**src/rtl/mcr_pkg.sv**
```systemverilog
// ----------------------------------------------------------------------------
// mcr_pkg
// Types, constants and the reflection function of the midpoint circle
// rasterizer.
// ----------------------------------------------------------------------------
package mcr_pkg;

    localparam int CoordW  = 15;
    localparam int RadiusW = 14;
    localparam int PointW  = 16;
    localparam int DecW    = 20;

    // item kinds
    localparam logic KIND_START   = 1'b0;
    localparam logic KIND_ADVANCE = 1'b1;

    // decision constants
    localparam int DEC_INIT      = 3;
    localparam int DEC_DIAG_BIAS = 10;
    localparam int DEC_AXIS_BIAS = 6;

    typedef logic signed [CoordW-1:0] coord_t;
    typedef logic        [RadiusW-1:0] radius_t;
    typedef logic signed [PointW-1:0] point_t;
    typedef logic signed [DecW-1:0]   dec_t;

    // reflection order of the eight points of one step
    typedef enum logic [2:0] {
        OCT_PX_PY,
        OCT_NX_PY,
        OCT_PX_NY,
        OCT_NX_NY,
        OCT_PY_PX,
        OCT_NY_PX,
        OCT_PY_NX,
        OCT_NY_NX
    } oct_t;

    typedef struct packed {
        coord_t cx;
        coord_t cy;
        coord_t ox;
        coord_t oy;
        logic   done;
    } snap_t;

    typedef struct packed {
        point_t px;
        point_t py;
    } pixel_t;

    function automatic pixel_t reflect(snap_t s, oct_t k);
        point_t cx;
        point_t cy;
        point_t ox;
        point_t oy;
        pixel_t p;
        cx = PointW'(s.cx);
        cy = PointW'(s.cy);
        ox = PointW'(s.ox);
        oy = PointW'(s.oy);
        unique case (k)
            OCT_PX_PY:
            begin
                p.px = cx + ox;
                p.py = cy + oy;
            end
            OCT_NX_PY:
            begin
                p.px = cx - ox;
                p.py = cy + oy;
            end
            OCT_PX_NY:
            begin
                p.px = cx + ox;
                p.py = cy - oy;
            end
            OCT_NX_NY:
            begin
                p.px = cx - ox;
                p.py = cy - oy;
            end
            OCT_PY_PX:
            begin
                p.px = cx + oy;
                p.py = cy + ox;
            end
            OCT_NY_PX:
            begin
                p.px = cx - oy;
                p.py = cy + ox;
            end
            OCT_PY_NX:
            begin
                p.px = cx + oy;
                p.py = cy - ox;
            end
            OCT_NY_NX:
            begin
                p.px = cx - oy;
                p.py = cy - ox;
            end
        endcase
        return p;
    endfunction

endpackage

```
**src/rtl/mcr_if.sv**
```systemverilog
// ----------------------------------------------------------------------------
// mcr_if
// Valid/ready channels of the rasterizer: command beats in, pixel beats out.
// ----------------------------------------------------------------------------
interface mcr_cmd_if
    import mcr_pkg::*;
();
    logic    valid;
    logic    ready;
    logic    kind;
    coord_t  center_x;
    coord_t  center_y;
    radius_t radius;

    modport source (output valid, output kind, output center_x, output center_y,
                    output radius, input ready);
    modport sink   (input valid, input kind, input center_x, input center_y,
                    input radius, output ready);
endinterface

interface mcr_pix_if
    import mcr_pkg::*;
();
    logic        valid;
    logic        ready;
    point_t      point_x;
    point_t      point_y;
    logic [2:0]  octant;
    logic        last_of_step;
    logic        circle_done;

    modport source (output valid, output point_x, output point_y, output octant,
                    output last_of_step, output circle_done, input ready);
    modport sink   (input valid, input point_x, input point_y, input octant,
                    input last_of_step, input circle_done, output ready);
endinterface

```
**src/rtl/mcr_step.sv**
```systemverilog
// ----------------------------------------------------------------------------
// mcr_step
// Circle state; a start beat sets it up, and an advance beat on an active circle
// takes one midpoint step; hands the new point to the emitter as a snapshot.
// ----------------------------------------------------------------------------
module mcr_step
    import mcr_pkg::*;
(
    input  logic    clk,
    input  logic    rst_n,
    input  logic    accept,
    input  logic    kind,
    input  coord_t  center_x,
    input  coord_t  center_y,
    input  radius_t radius,
    output snap_t   snap,
    output logic    produce
);

    coord_t ox_reg, ox_next;
    coord_t oy_reg, oy_next;
    dec_t   dec_reg, dec_next;
    coord_t cx_reg, cx_next;
    coord_t cy_reg, cy_next;
    logic   busy_reg, busy_next;

    coord_t x_inc;
    coord_t y_dec;
    dec_t   diff;
    logic   done;

    always_comb
    begin
        ox_next   = ox_reg;
        oy_next   = oy_reg;
        dec_next  = dec_reg;
        cx_next   = cx_reg;
        cy_next   = cy_reg;
        busy_next = busy_reg;
        produce   = 1'b0;
        done      = 1'b0;
        x_inc     = ox_reg + coord_t'(1);
        y_dec     = oy_reg - coord_t'(1);
        diff      = dec_t'(x_inc) - dec_t'(y_dec);
        if (accept)
        begin
            if (kind == KIND_START)
            begin
                cx_next   = center_x;
                cy_next   = center_y;
                ox_next   = '0;
                oy_next   = coord_t'(radius);
                dec_next  = dec_t'(DEC_INIT) - dec_t'({radius, 1'b0});
                busy_next = 1'b1;
                produce   = 1'b1;
            end
            else if (busy_reg)
            begin
                if (oy_reg < ox_reg)
                begin
                    busy_next = 1'b0;
                end
                else
                begin
                    ox_next = x_inc;
                    if (!dec_reg[DecW-1])
                    begin
                        oy_next  = y_dec;
                        dec_next = dec_reg + (diff <<< 2) + dec_t'(DEC_DIAG_BIAS);
                    end
                    else
                    begin
                        dec_next = dec_reg + (dec_t'(x_inc) <<< 2) + dec_t'(DEC_AXIS_BIAS);
                    end
                    done      = oy_next < ox_next;
                    busy_next = !done;
                    produce   = 1'b1;
                end
            end
        end
        snap.cx   = cx_next;
        snap.cy   = cy_next;
        snap.ox   = ox_next;
        snap.oy   = oy_next;
        snap.done = done;
    end

    always_ff @(posedge clk or negedge rst_n)
    begin
        if (!rst_n)
        begin
            ox_reg   <= '0;
            oy_reg   <= '0;
            dec_reg  <= '0;
            cx_reg   <= '0;
            cy_reg   <= '0;
            busy_reg <= 1'b0;
        end
        else
        begin
            ox_reg   <= ox_next;
            oy_reg   <= oy_next;
            dec_reg  <= dec_next;
            cx_reg   <= cx_next;
            cy_reg   <= cy_next;
            busy_reg <= busy_next;
        end
    end

endmodule

```
**src/rtl/mcr_emit.sv**
```systemverilog
// ----------------------------------------------------------------------------
// mcr_emit
// Holds one step snapshot and sends its eight reflections, one per beat,
// through an output register.
// ----------------------------------------------------------------------------
module mcr_emit
    import mcr_pkg::*;
(
    input  logic           clk,
    input  logic           rst_n,
    input  logic           load,
    input  snap_t          snap_in,
    output logic           slot_free,
    mcr_pix_if.source      pix
);

    snap_t      snap_reg;
    logic       pend_reg;
    logic [2:0] idx_reg;
    logic       out_valid_reg;
    pixel_t     pixel_reg;
    logic [2:0] oct_reg;
    logic       last_reg;
    logic       done_reg;

    logic   out_free;
    logic   advance;
    logic   last_beat;
    pixel_t pixel_next;

    assign out_free   = !out_valid_reg || pix.ready;
    assign advance    = pend_reg && out_free;
    assign last_beat  = advance && (oct_t'(idx_reg) == OCT_NY_NX);
    assign slot_free  = !pend_reg || last_beat;
    assign pixel_next = reflect(snap_reg, oct_t'(idx_reg));

    always_ff @(posedge clk or negedge rst_n)
    begin
        if (!rst_n)
        begin
            pend_reg      <= 1'b0;
            idx_reg       <= '0;
            out_valid_reg <= 1'b0;
        end
        else
        begin
            if (load)
            begin
                pend_reg <= 1'b1;
                idx_reg  <= '0;
            end
            else if (last_beat)
            begin
                pend_reg <= 1'b0;
            end
            else if (advance)
            begin
                idx_reg <= idx_reg + 3'd1;
            end

            if (advance)
            begin
                out_valid_reg <= 1'b1;
            end
            else if (pix.ready)
            begin
                out_valid_reg <= 1'b0;
            end
        end
    end

    always_ff @(posedge clk)
    begin
        if (load)
        begin
            snap_reg <= snap_in;
        end
        if (advance)
        begin
            pixel_reg <= pixel_next;
            oct_reg   <= idx_reg;
            last_reg  <= last_beat;
            done_reg  <= last_beat && snap_reg.done;
        end
    end

    assign pix.valid        = out_valid_reg;
    assign pix.point_x      = pixel_reg.px;
    assign pix.point_y      = pixel_reg.py;
    assign pix.octant       = oct_reg;
    assign pix.last_of_step = last_reg;
    assign pix.circle_done  = done_reg;

endmodule

```
**src/rtl/midpoint_circle_rasterizer_core.sv**
```systemverilog
// ----------------------------------------------------------------------------
// midpoint_circle_rasterizer_core
// Midpoint circle rasterizer with eight-way symmetry: start and advance
// commands in, eight reflected pixels per step out.
// ----------------------------------------------------------------------------
// A command beat loads the snapshot register; the step's first pixel then
//   moves into the output register once it is free. One pixel per beat on
//   the single output channel, eight per start or step; idle advances give none.
// A new command is taken on the cycle the eighth pixel of the last one moves
//   into the output register, so pixels flow without gaps.
// Reset: no circle active, offsets, decision and centre cleared, no pixels.
module midpoint_circle_rasterizer_core
    import mcr_pkg::*;
(
    input  logic        clk,
    input  logic        rst_n,
    mcr_cmd_if.sink     cmd,
    mcr_pix_if.source   pix
);

    logic  accept;
    logic  produce;
    logic  slot_free;
    snap_t snap;

    assign cmd.ready = slot_free;
    assign accept    = cmd.valid && cmd.ready;

    mcr_step u_step (
        .clk      (clk),
        .rst_n    (rst_n),
        .accept   (accept),
        .kind     (cmd.kind),
        .center_x (cmd.center_x),
        .center_y (cmd.center_y),
        .radius   (cmd.radius),
        .snap     (snap),
        .produce  (produce)
    );

    mcr_emit u_emit (
        .clk       (clk),
        .rst_n     (rst_n),
        .load      (produce),
        .snap_in   (snap),
        .slot_free (slot_free),
        .pix       (pix)
    );

endmodule

```
**src/flat_wrapper.sv**
```systemverilog
// flat-port wrapper written by rule: the top's interface ports become plain ports
module midpoint_circle_rasterizer_core_flat import mcr_pkg::*;
  (clk, rst_n, cmd_valid, cmd_kind, cmd_center_x, cmd_center_y, cmd_radius, cmd_ready, pix_valid, pix_point_x, pix_point_y, pix_octant, pix_last_of_step, pix_circle_done, pix_ready);
  mcr_cmd_if cmd_i ();
  mcr_pix_if pix_i ();
  input  logic clk;
  input  logic rst_n;
  input wire logic [$bits(cmd_i.valid)-1:0] cmd_valid;
  input wire logic [$bits(cmd_i.kind)-1:0] cmd_kind;
  input wire logic [$bits(cmd_i.center_x)-1:0] cmd_center_x;
  input wire logic [$bits(cmd_i.center_y)-1:0] cmd_center_y;
  input wire logic [$bits(cmd_i.radius)-1:0] cmd_radius;
  output wire logic [$bits(cmd_i.ready)-1:0] cmd_ready;
  output wire logic [$bits(pix_i.valid)-1:0] pix_valid;
  output wire logic [$bits(pix_i.point_x)-1:0] pix_point_x;
  output wire logic [$bits(pix_i.point_y)-1:0] pix_point_y;
  output wire logic [$bits(pix_i.octant)-1:0] pix_octant;
  output wire logic [$bits(pix_i.last_of_step)-1:0] pix_last_of_step;
  output wire logic [$bits(pix_i.circle_done)-1:0] pix_circle_done;
  input wire logic [$bits(pix_i.ready)-1:0] pix_ready;
  assign cmd_i.valid = cmd_valid;
  assign cmd_i.kind = cmd_kind;
  assign cmd_i.center_x = cmd_center_x;
  assign cmd_i.center_y = cmd_center_y;
  assign cmd_i.radius = cmd_radius;
  assign cmd_ready = cmd_i.ready;
  assign pix_valid = pix_i.valid;
  assign pix_point_x = pix_i.point_x;
  assign pix_point_y = pix_i.point_y;
  assign pix_octant = pix_i.octant;
  assign pix_last_of_step = pix_i.last_of_step;
  assign pix_circle_done = pix_i.circle_done;
  assign pix_i.ready = pix_ready;
  midpoint_circle_rasterizer_core u_core (.clk(clk), .rst_n(rst_n), .cmd(cmd_i), .pix(pix_i));
endmodule
```
**config.mk**
```make
export PLATFORM = sky130hd
export DESIGN_NAME = midpoint_circle_rasterizer_core_flat
export DESIGN_NICKNAME = d
export VERILOG_FILES = /design/src/rtl/mcr_pkg.sv /design/src/rtl/mcr_if.sv /design/src/rtl/mcr_step.sv /design/src/rtl/mcr_emit.sv /design/src/rtl/midpoint_circle_rasterizer_core.sv /design/src/flat_wrapper.sv
export SDC_FILE = /design/constraint.sdc
export NUM_CORES = 1
export LEC_CHECK = 0
export ABC_AREA = 1
export BUFFER_PORTS_ARGS = -buffer_cell sky130_fd_sc_hd__buf_2
export CORE_MARGIN = 2
export CORE_UTILIZATION = 30
export CTS_CLUSTER_SIZE = 14
export DETAILED_ROUTE_END_ITERATION = 10
export GPL_TIMING_DRIVEN = 0
export PLACE_DENSITY_LB_ADDON = 0.25
export RECOVER_POWER = 50
export SLEW_MARGIN = 20
export SYNTH_ARGS = -nofsm -noshare
export SYNTH_HDL_FRONTEND = slang
export SYNTH_SLANG_ARGS = --single-unit
```
**constraint.sdc**
```tcl
create_clock -name clk -period 4 [get_ports clk]
set_clock_uncertainty 0.2 [all_clocks]
set_input_delay 0.4 -clock clk [delete_from_list [all_inputs] [get_ports clk]]
set_output_delay 0.4 -clock clk [all_outputs]
set_load 0.02 [all_outputs]
```
# --- Word-level counts from Yosys, hierarchy flattened ---
# Index checks and enable logic that the tools add are counted.
op_classes:
  add_sub_neg: 17
  magnitude_cmp: 2
  n_eq_ne: 10
  muxes: 36
  n_bitwise: 3
  reduce_logical: 16
ops:
  columns: ["cell", "count"]
  rows:
  - ["$pmux W32 S8", 1]
  - ["$mux W15", 17]
  - ["$mux W20", 4]
  - ["$sub A15 B15 Y16", 5]
  - ["$add A15 B15 Y16", 4]
  - ["$lt A15 B15 Y1", 2]
  - ["$add A20 B17 Y20", 1]
  - ["$add A20 B18 Y20", 1]
  - ["$add A20 B4 Y20 const B", 1]
  - ["$add A20 B5 Y20 const B", 1]
  - ["$sub A2 B15 Y16 const A", 1]
  - ["$add A15 B2 Y15 const B", 1]
  - ["$sub A15 B2 Y15 const B", 1]
  - ["$eq A3 B3 Y1 const B", 4]
  - ["$mux W1", 11]
  - ["$mux W3", 3]
  - ["$eq A3 B2 Y1 const B", 2]
  - ["$reduce_bool A2 Y1", 3]
  - ["$logic_and A1 B1 Y1", 4]
  - ["$ne A2 B1 Y1 const B", 2]
  - ["$reduce_or A4 Y1", 1]
  - ["$add A3 B1 Y3 const B", 1]
  - ["$eq A3 B1 Y1 const B", 1]
  - ["$logic_not A1 Y1", 3]
  - ["6 further kinds", 9]
totals:
  register_bits: 184
  inputBits: 49
  output_inout_bits: 39
  elab_cells: 103

# --- Logic depth before layout (Yosys ltp) ---
# Gate-level depths: netlist of the first run.
depth:
  depth_word: 12
  mapped_depth: 34
  ltp_nobuf: 34

# --- Hierarchy ---
# Synthesis of the first run repeated with hierarchy kept, for this count alone.
unflattened:
  hier_cells: 2951
  hier_area_um2: 19891.6
by_module_without_submodules:
  columns: ["module", "n_inst", "cells_each", "area_each_um2", "seq_area_each_um2"]
  rows:
  - ["mcr_emit", 1, 1704, 11434.7, 3067.9]
  - ["mcr_step", 1, 1245, 8449.4, 2001.9]
  - ["midpoint_circle_rasterizer_core", 1, 2, 7.5, 0.0]

# --- Worst setup path after synthesis of the first run ---
# No wires, ideal clock.
synth_timing:
  path_type: "register to register"
  start: "register u_core.u_step.ox_reg[0]"
  end: "register u_core.u_step.dec_reg[19]"
  setup_time_ns: 0.077
  arrival_ns: 3.886
  required_time_ns: 3.723
  slack_ns: -0.163
  path_stages_with_launch: 31
  n_path_buf: 0
  synth_period_minus_slack_ns: 4.163
  cell_sequence: "dfrtp_1 -> inv_1 -> nor3_4 -> or2_2 -> nand2_1 -> inv_1 -> ha_1 -> nand3_1 -> nand2_1 -> nand2_1 -> nand2_1 -> o21ai_1 -> o21ai_0 -> a21boi_1 -> o21ai_0 -> nand2_1 -> nand2_1 -> inv_1 -> ha_1 -> ha_1 -> a21oi_1 -> o21ai_0 -> a21oi_1 -> nand2_1 -> nand2_1 -> nand2_1 -> nand2_1 -> nand3_1 -> nand2_1 -> nand2_1 -> a21oi_1"
synth_between:
  elab_chain_cells: 8
  word_cells_on_any_way: 13
  cone_classes: "add/sub: 6; order compare: 1; eq/ne: 1; mux: 4; reduce/logical: 1"
synth_rtl:
  columns: ["item", "line_no", "source"]
  rows:
  - ["from (decl)", "mcr_step.sv:20", "coord_t ox_reg, ox_next;"]
  - ["from (signal assigned)", "mcr_step.sv:101", "ox_reg <= ox_next;"]
  - ["$add A15 B2 Y15", "mcr_step.sv:42", "x_inc = ox_reg + coord_t'(1);"]
  - ["$sub A15 B15 Y16", "mcr_step.sv:44", "diff = dec_t'(x_inc) - dec_t'(y_dec);"]
  - ["$add A20 B18 Y20", "mcr_step.sv:69", "dec_next = dec_reg + (diff <<< 2) + dec_t'(DEC_DIAG_BIAS);"]
  - ["$add A20 B5 Y20", "mcr_step.sv:69", null]
  - ["$mux W20", "mcr_step.sv:66", "if (!dec_reg[DecW-1])"]
  - ["$mux W20", "mcr_step.sv:59", "if (oy_reg < ox_reg)"]
  - ["$mux W20", "mcr_step.sv:57", "else if (busy_reg)"]
  - ["$mux W20", "mcr_step.sv:47", "if (kind == KIND_START)"]
  - ["to (signal assigned)", "mcr_step.sv:103", "dec_reg <= dec_next;"]
  - ["to (decl)", "mcr_step.sv:22", "dec_t dec_reg, dec_next;"]
# Parallel ways exist; a longest one is shown, timed or not. The select of a mux whose other input is x is not followed.
# A chain may end at the register's enable or synchronous reset.

# --- Worst setup path in the final report of the first run ---
layout_timing:
  start: "register u_core.u_step.ox_reg[1]"
  end: "register u_core.u_step.dec_reg[19]"
# The elaborated chain is that of the path after synthesis.

==> flow_summary.yaml, run 1 <==
setup_path:
  path_common_cell: "nand2_1"
  critPathSlowestCell: "dfrtp_1"
  critical-path-top-delay-family: "simple AND/OR/NAND/NOR gates"
  cp.required_ns: 4.21
  path_max_fanout: 4
  path_class: "reg2reg"
  cp_num_buf_inv: 2
  arrival_ns: 4.80
  worst_setup_path_end_kind: "flip-flop"
  cp_slowest_stage_delay_ns: 0.43
  startpoint_type: "flip-flop"
logic_synthesis:
  synth_warnings: 0
  synth_nets: 2911
  synth_ff_type: "edfxtp_1"
  ys_seq_elements: 183
  synth_cells: 2609
  synth_top_cell_by_area: "ha_1"
  syn_area_um2: 18500
  ys_types: 59
  synth_edf_count: 98
  synth_top_area_share_pct: 16.4
  syn_avg_cell_area_um2: 7.09
  seq_area_frac_synth_pct: 27.4
  synthTopCellsByArea: "ha_1, edfxtp_1, nand2_1, dfrtp_1, inv_1"
  async_flop_share_pct: 46.4
floorplan:
  ios: 88
  dieWidth_um: 252
  std_cell_rows: 91
  die_h_um: 252
  initial_core_util_pct: 30.1
  dieArea_um2: 63600
  core_area_um2: 61400
global_route:
  grt_pass1_vias: 17900
  grt_max_degree: 71
  grt_pass1_wl_um: 104000
  antenna_found_initial: 1
  grt_usage_pct: 21.5
  gr-total-overflow: 0
place:
  post-place-ws_ns: -1.26
  io_buffers: 87
  globalplace.congestion: 0.957
  dp_hpwl_um: 54900
final_layout:
  final_cell_mix: "nand2_1, inv_1, nand3_1, ha_1, a21oi_1"
  drive_gt1_share_pct: 14.0
  diodes: 0
  layout_commonest_cell: "nand2_1"
  areaGrowthSynthToFinish_pct: 21.0
  largest_reg_flops: 61
  multi_input_area_um2: 13000
  final_util_pct: 36.5
  fillCellCount: 6511
  fin_nets: 3105
  final-seq-area_um2: 5080
clock_tree:
  clk_pin_slew_worst_paths_ns: 0.08
  numCtsBuffers: 17
  cts_root_buf: "clkbuf_16"
  cts_tree: "built"
  cts_num_sinks: 183
  clockBufferDepth: 2
  clk_latency_ns: 0.50
  ctsHtreeMaxLevel: 4
drt:
  initialDrtViolationCount: 1415
  drc: 0
  via_per_inst: 5.12
  drt-total-wl_um: 68700
  wl_per_cell_um: 19.0
  ant_nets: 0
  num_vias: 18500
  first_pass_iters: 6
timing:
  max_slew_margin_pct: -32.7
  final.setup.worst_slack_ns: -0.581
  tightest_slew_ns: 1.99
  period_needed_ns: 4.58
  hold_viol: 0
  setup_viol: 11
  rsz0062_at_grt: "true"
  max_freq_ghz: 0.218
  min_period_over_period_pct: 115
  drv_slew: 76
status:
  status: "finished with violations"
  violations: "capacitance limit, slew limit, setup timing"
job:
  cap_violations: 2
min_path:
  hold_class: "in2reg"
==> cells in the mapped netlist (32+ instances only) <==
library cell	instances
nand2_1	663
inv_1	309
ha_1	242
nand3_1	217
a21oi_1	210
o21ai_0	180
nor2_1	175
edfxtp_1	98
dfrtp_1	85
xor2_1	46
nor3_1	36
buf_2	32
==> final timing paths <==
kind / from / to / slack (ns) / cells after the start
worst min-delay path: cmd_center_y[6] / u_core.u_step.cy_reg[6] / 0.01 / 3
max in group asynchronous: rst_n / u_core.u_step.oy_reg[2] / 0.39 / 3
worst min register to register: u_core.u_step.cy_reg[12] / u_core.u_step.cy_reg[12] / 0.27 / 2
min in group asynchronous: rst_n / u_core.u_step.dec_reg[15] / 0.48 / 2
worst max-delay path: u_core.u_step.ox_reg[1] / u_core.u_step.dec_reg[19] / -0.58 / 26
worst max register to register: u_core.u_step.ox_reg[1] / u_core.u_step.dec_reg[19] / -0.58 / 26
==> cell families after synthesis <==
logic type | synth area share, %
compound gates | 16.3
xor+xnor | 2.88
fa+ha+maj | 17.6
buf+inv | 8.44
flops | 27.4
simple gates | 27.4
==> worst min-delay path, cell delays in order <==
cell and delay, ns:
buf_2 0.08, nand2_1 0.05, nand2_1 0.12
==> routing by layer <==
metal / track usage (%) / wire (um) / vias to the layer above
met1: 27.5 / 30500 / 8699
li1: - / - / 9183
met2: 37.4 / 33400 / 464
met5: 0 / 14 / -
met3: 2.45 / 2550 / 107
met4: 7.61 / 2210 / 2
==> repair_timing <==
action,in CTS,in global routing
pin swaps,56,43
endpoints found under the hold margin,126,0
resized for setup,109,115
hold buffers,30,0
buffers inserted,34,23
setup endpoints to repair,12,79
==> cell type report <==
class / count / area share, %
plain buffers: 64 / 1.45
multi-input cells: 2032 / 57.9
clock buffers: 17 / 1.90
well taps: 790 / 4.42
repair buffers: 175 / 5.09
clock inverters: 15 / 0.906
flip-flops and latches: 183 / 22.7
inverters: 330 / 5.59
==> through the flow <==
step | std cells | instance area (um2) | hold slack [ns] | TNS, ns
after detailed placement | 3487 | 20000 | 0.0714 | -9.41
after floorplan | 2609 | 18500 | -0.0956 | 0
final | 3606 | 22400 | 0.0145 | -3.23
after global routing | 3606 | 22400 | 0.0143 | -31.35
after global placement | 3486 | 20000 | 0.248 | -9.18
after CTS | 3583 | 21700 | 0.00371 | -3.25
Power of run 1 is left out: the tool's default activity adds up to more than one toggle a clock period on the data nets, which glitch-free logic cannot reach.
==> run 2: changes to the inputs <==
==> constraint.sdc (replaced) <==
create_clock -name clk -period 5.45 [get_ports clk]
set_clock_uncertainty 0.2 [all_clocks]
set_input_delay 0.545 -clock clk [delete_from_list [all_inputs] [get_ports clk]]
set_output_delay 0.545 -clock clk [all_outputs]
set_load 0.02 [all_outputs]
==> flow_summary.yaml, run 2 (synthesis results as in run 1) <==
status:
  status: "finished with violations"
  violations: "capacitance limit, slew limit"
final_layout:
  layoutNonFillerInstCount: 3522
  final_cell_mix: "nand2_1, inv_1, ha_1, nand3_1, a21oi_1"
  fin_nets: 3021
  areaGrowthSynthToFinish_pct: 10.9
  layout_commonest_cell: "nand2_1"
  diodes: 0
  largest_reg_flops: 61
  fillCellCount: 6723
  drive_gt1_share_pct: 6.70
place:
  io_buffers: 87
  place_inst: 3487
  dp_hpwl_um: 55100
  globalplace.congestion: 0.945
clock_tree:
  cts_num_sinks: 183
  numCtsBuffers: 17
  ctsHtreeMaxLevel: 4
  cts_tree: "built"
  cts_root_buf: "clkbuf_16"
  clk_latency_ns: 0.51
  clockBufferDepth: 2
  clk_pin_slew_worst_paths_ns: 0.08
setup_path:
  path_class: "reg2reg"
  arrival_ns: 5.23
  path_common_cell: "nand2_1"
  critPathSlowestCell: "dfrtp_2"
  path_max_fanout: 5
  cp_slowest_stage_delay_ns: 0.42
  startpoint_type: "flip-flop"
  worst_setup_path_end_kind: "flip-flop"
  cp.required_ns: 5.65
global_route:
  grt_pass1_wl_um: 102000
  grt_pass1_vias: 17800
  gr-total-overflow: 0
  grt_usage_pct: 21.2
  antenna_found_initial: 0
  grt_max_degree: 71
drt:
  ant_nets: 0
  drt-total-wl_um: 66800
  wl_per_cell_um: 19.0
  via_per_inst: 5.13
  initialDrtViolationCount: 1178
  num_vias: 18100
  first_pass_iters: 5
  drc: 0
floorplan:
  ios: 88
  core_area_um2: 61400
  initial_core_util_pct: 30.1
  die_h_um: 252
  dieArea_um2: 63600
  dieWidth_um: 252
  std_cell_rows: 91
timing:
  max_freq_ghz: 0.199
  rsz0062_at_grt: "false"
  hold_viol: 0
  drv_slew: 127
  whs_ns: 0.0687
  tightest_slew_ns: 2.29
  period_needed_ns: 5.03
  max_slew_margin_pct: -52.8
  setup_viol: 0
  min_period_over_period_pct: 92.4
min_path:
  hold_class: "in2reg"
job:
  cap_violations: 3
[run 2: changes by cell type in the layout (fill, tap and decap cells not counted), moves of 22 or more]
cell | before | now
buf_4 | 57 | 8
dlygate4sd3_1 | 30 | 1
ha_1 | 211 | 241
ha_4 | 30 | 0
nand2_1 | 636 | 665
nand2_2 | 28 | 6
[run 2: repair_timing]
action                                  in CTS  in global routing
hold buffers                                 1                  0
hold endpoints to repair                    36                  0
pin swaps                                    0                  1
resized for setup                            3                 11
endpoints found under the setup margin       1                  4
setup buffers                                0                  2
[run 2: path summary, 6_finish.rpt]
path | start | end | slack (ns) | cells past startpoint
worst max-delay path | u_core.u_step.ox_reg[0] | u_core.u_step.dec_reg[19] | 0.42 | 25
worst min-delay path | cmd_center_x[7] | u_core.u_step.cx_reg[7] | 0.07 | 3
worst max register to register | u_core.u_step.ox_reg[0] | u_core.u_step.dec_reg[19] | 0.42 | 25
worst min register to register | u_core.u_step.cx_reg[9] | u_core.u_step.cx_reg[9] | 0.27 | 2
max in group asynchronous | rst_n | u_core.u_step.cy_reg[7] | 1.51 | 3
min in group asynchronous | rst_n | u_core.u_step.dec_reg[15] | 1.07 | 2
[run 2: routing by layer]
layer / wire length [um] / up-vias / global-route usage (%) / part of all wire, %
met5: 0 / - / 0 / 0
met4: 2370 / 0 / 8.28 / 3.5
met3: 2790 / 117 / 2.60 / 4.2
met2: 31800 / 497 / 36.8 / 48
met1: 29800 / 8452 / 26.8 / 45
li1: - / 8985 / - / -
[run 2: critical path: cells and delay by family, from the launching register on]
kind	cells	cell delay, ns
buf+inv	2	0.23
xor+xnor	2	0.42
flops	1	0.42
compound gates	2	0.46
fa+ha+maj	4	1.19
simple gates	15	2.02
[run 2: layout make-up]
class / instances / area (um2) / share of cell area (%)
Multi-Input combinational cell: 2032 / 11900 / 58.0
Sequential cell: 183 / 5070 / 24.7
Inverter: 330 / 1240 / 6.04
Tap cell: 790 / 988 / 4.82
Clock buffer: 17 / 425 / 2.08
Timing Repair Buffer: 91 / 417 / 2.03
Buffer: 64 / 318 / 1.55
Clock inverter: 15 / 158 / 0.769
[run 2: through the flow]
step	util (%)	TNS (ns)	instance area [um2]	setup WS, ns
after floorplan	-	0	18500	1.29
after global placement	32.4	-0.237	19900	-0.237
after detailed placement	32.5	-0.231	19900	-0.231
after CTS	33.5	0	20600	0.0455
after global routing	33.4	0	20500	0.0168
final	33.4	0	20500	0.417
Power of run 2 is left out for the same reason.
==> run 3: changes to the inputs <==
--- a/config.mk
+++ b/config.mk
@@ -8,7 +8,7 @@
 export ABC_AREA = 1
 export BUFFER_PORTS_ARGS = -buffer_cell sky130_fd_sc_hd__buf_2
 export CORE_MARGIN = 2
-export CORE_UTILIZATION = 30
+export CORE_UTILIZATION = 53
 export CTS_CLUSTER_SIZE = 14
 export DETAILED_ROUTE_END_ITERATION = 10
 export GPL_TIMING_DRIVEN = 0
==> constraint.sdc (replaced) <==
create_clock -name clk -period 5.5 [get_ports clk]
set_clock_uncertainty 0.2 [all_clocks]
set_input_delay 0.55 -clock clk [delete_from_list [all_inputs] [get_ports clk]]
set_output_delay 0.55 -clock clk [all_outputs]
set_load 0.02 [all_outputs]
==> flow_summary.yaml, run 3 (synthesis results as in run 1) <==
drt:
  drt-total-wl_um: 66200
  via_per_inst: 5.88
  num_vias: 18700
  initialDrtViolationCount: 1650
  wl_per_cell_um: 20.8
  drc: 0
  ant_nets: 0
  first_pass_iters: 7
clock_tree:
  cts_tree: "built"
  clk_pin_slew_worst_paths_ns: 0.08
  numCtsBuffers: 17
  clk_latency_ns: 0.47
  cts_num_sinks: 183
  cts_root_buf: "clkbuf_16"
  ctsHtreeMaxLevel: 4
  clockBufferDepth: 2
setup_path:
  r2r_setup_slack_ns: 0.34
  critical-path-top-delay-family: "compound AO/OA/AOI/OAI gates"
  critPathSlowestCell: "dfrtp_1"
  cp_slowest_stage_delay_ns: 0.46
  worst_setup_path_end_kind: "flip-flop"
  r2r_start: "u_core.u_step.ox_reg[0]"
  startpoint_type: "flip-flop"
  cp_num_buf_inv: 3
  cp-endpoint: "u_core.u_step.dec_reg[19]"
  path_class: "reg2reg"
  reg2reg_depth: 28
  cp.required_ns: 5.69
  arrival_ns: 5.35
  path_common_cell: "nand2_1"
  crit_start: "u_core.u_step.ox_reg[0]"
  path_max_fanout: 5
  path_depth: 28
  r2r-end: "u_core.u_step.dec_reg[19]"
timing:
  period_needed_ns: 5.16
  max_slew_margin_pct: -6.83
  hold_viol: 0
  setup_viol: 0
  tns_ns: 0
  drv_slew: 127
  min_period_over_period_pct: 93.9
  max_freq_ghz: 0.194
  rsz0062_at_grt: "false"
  tightest_slew_ns: 1.60
floorplan:
  die_h_um: 191
  initial_core_util_pct: 53.7
  std_cell_rows: 68
  ios: 88
  dieArea_um2: 36400
  core_area_um2: 34500
  dieWidth_um: 191
final_layout:
  drive_gt1_share_pct: 6.34
  final_cell_mix: "nand2_1, inv_1, ha_1, nand3_1, a21oi_1"
  areaGrowthSynthToFinish_pct: 8.31
  multi_input_area_um2: 11800
  layout_commonest_cell: "nand2_1"
  fillCellCount: 3289
  fin_nets: 3019
  diodes: 0
  largest_reg_flops: 61
  final-seq-area_um2: 5070
global_route:
  grt_pass1_wl_um: 101000
  grt_max_degree: 71
  gr-total-overflow: 0
  grt_pass1_vias: 18100
  grt_usage_pct: 36.8
  antenna_found_initial: 0
place:
  dp_hpwl_um: 54300
  globalplace.congestion: 1.06
  io_buffers: 87
status:
  violations: "capacitance limit, slew limit"
  status: "finished with violations"
job:
  cap_violations: 3
min_path:
  hold_class: "in2reg"
==> run 3: cell count changes in the layout (fill, tap and decap cells not counted), moves of 2 or more <==
cell      change
a21boi_1      +2
buf_2         -2
buf_4         -3
clkbuf_1      +3
clkinv_4      +5
inv_6         -3
o21ai_0       +4
o21ai_1       -3
xor2_1        +2
xor2_2        -2
==> run 3: worst min-delay path by stage <==
| stage | from | end | cells after the start |
|---|---|---|---|
| 4_1_cts | cmd_center_x[0] | u_core.u_step.cx_reg[0] | 3 |
| 2_1_floorplan | rst_n | u_core.u_emit.idx_reg[0] | 0 |
| 3_3_place_gp | u_core.u_step.cx_reg[10] | u_core.u_step.cx_reg[10] | 2 |
| 6_report | cmd_center_x[2] | u_core.u_step.cx_reg[2] | 3 |
| 5_1_grt | cmd_center_x[0] | u_core.u_step.cx_reg[0] | 3 |
| 3_5_place_dp | rst_n | u_core.u_step.dec_reg[2] | 1 |
==> run 3: final cells by class <==
type	instances	area share, %
Clock inverter	15	0.806
Tap cell	455	2.84
Sequential cell	183	25.3
Clock buffer	17	2.12
Inverter	330	6.19
Timing Repair Buffer	89	2.01
Multi-Input combinational cell	2032	59.2
Buffer	64	1.56
==> run 3: worst min-delay path, cell delays in order <==
cell	delay [ns]
buf_2	0.08
nand2_1	0.05
nand2_1	0.07
==> run 3: through the flow <==
step	instances	instance area (um2)	hold slack (ns)	util, %	setup WS (ns)
floorplan	2609	18500	0.0544	-	1.34
global placement	3151	19500	0.247	56.6	0.461
detailed placement	3152	19500	0.235	56.7	0.363
CTS	3185	20100	0.108	58.4	0.320
global route	3185	20000	0.120	58.1	0.0122
finish	3185	20000	0.118	58.1	0.337
==> run 3: metal layers <==
layer	share of wire, %	global-route usage [%]	wire length, um	vias to the layer above
met5	0	0	0	-
met4	7.5	26.0	4970	0
met3	6.8	5.28	4510	219
met2	47	61.5	30800	835
met1	39	43.6	25800	8681
li1	-	-	-	9001
==> run 3: timing repair <==
action	CTS	global route
hold endpoints to repair	23	0
setup endpoints to repair	0	3
setup buffers	0	0
hold buffers	1	0
resized for setup	0	3
Power of run 3 is left out for the same reason.
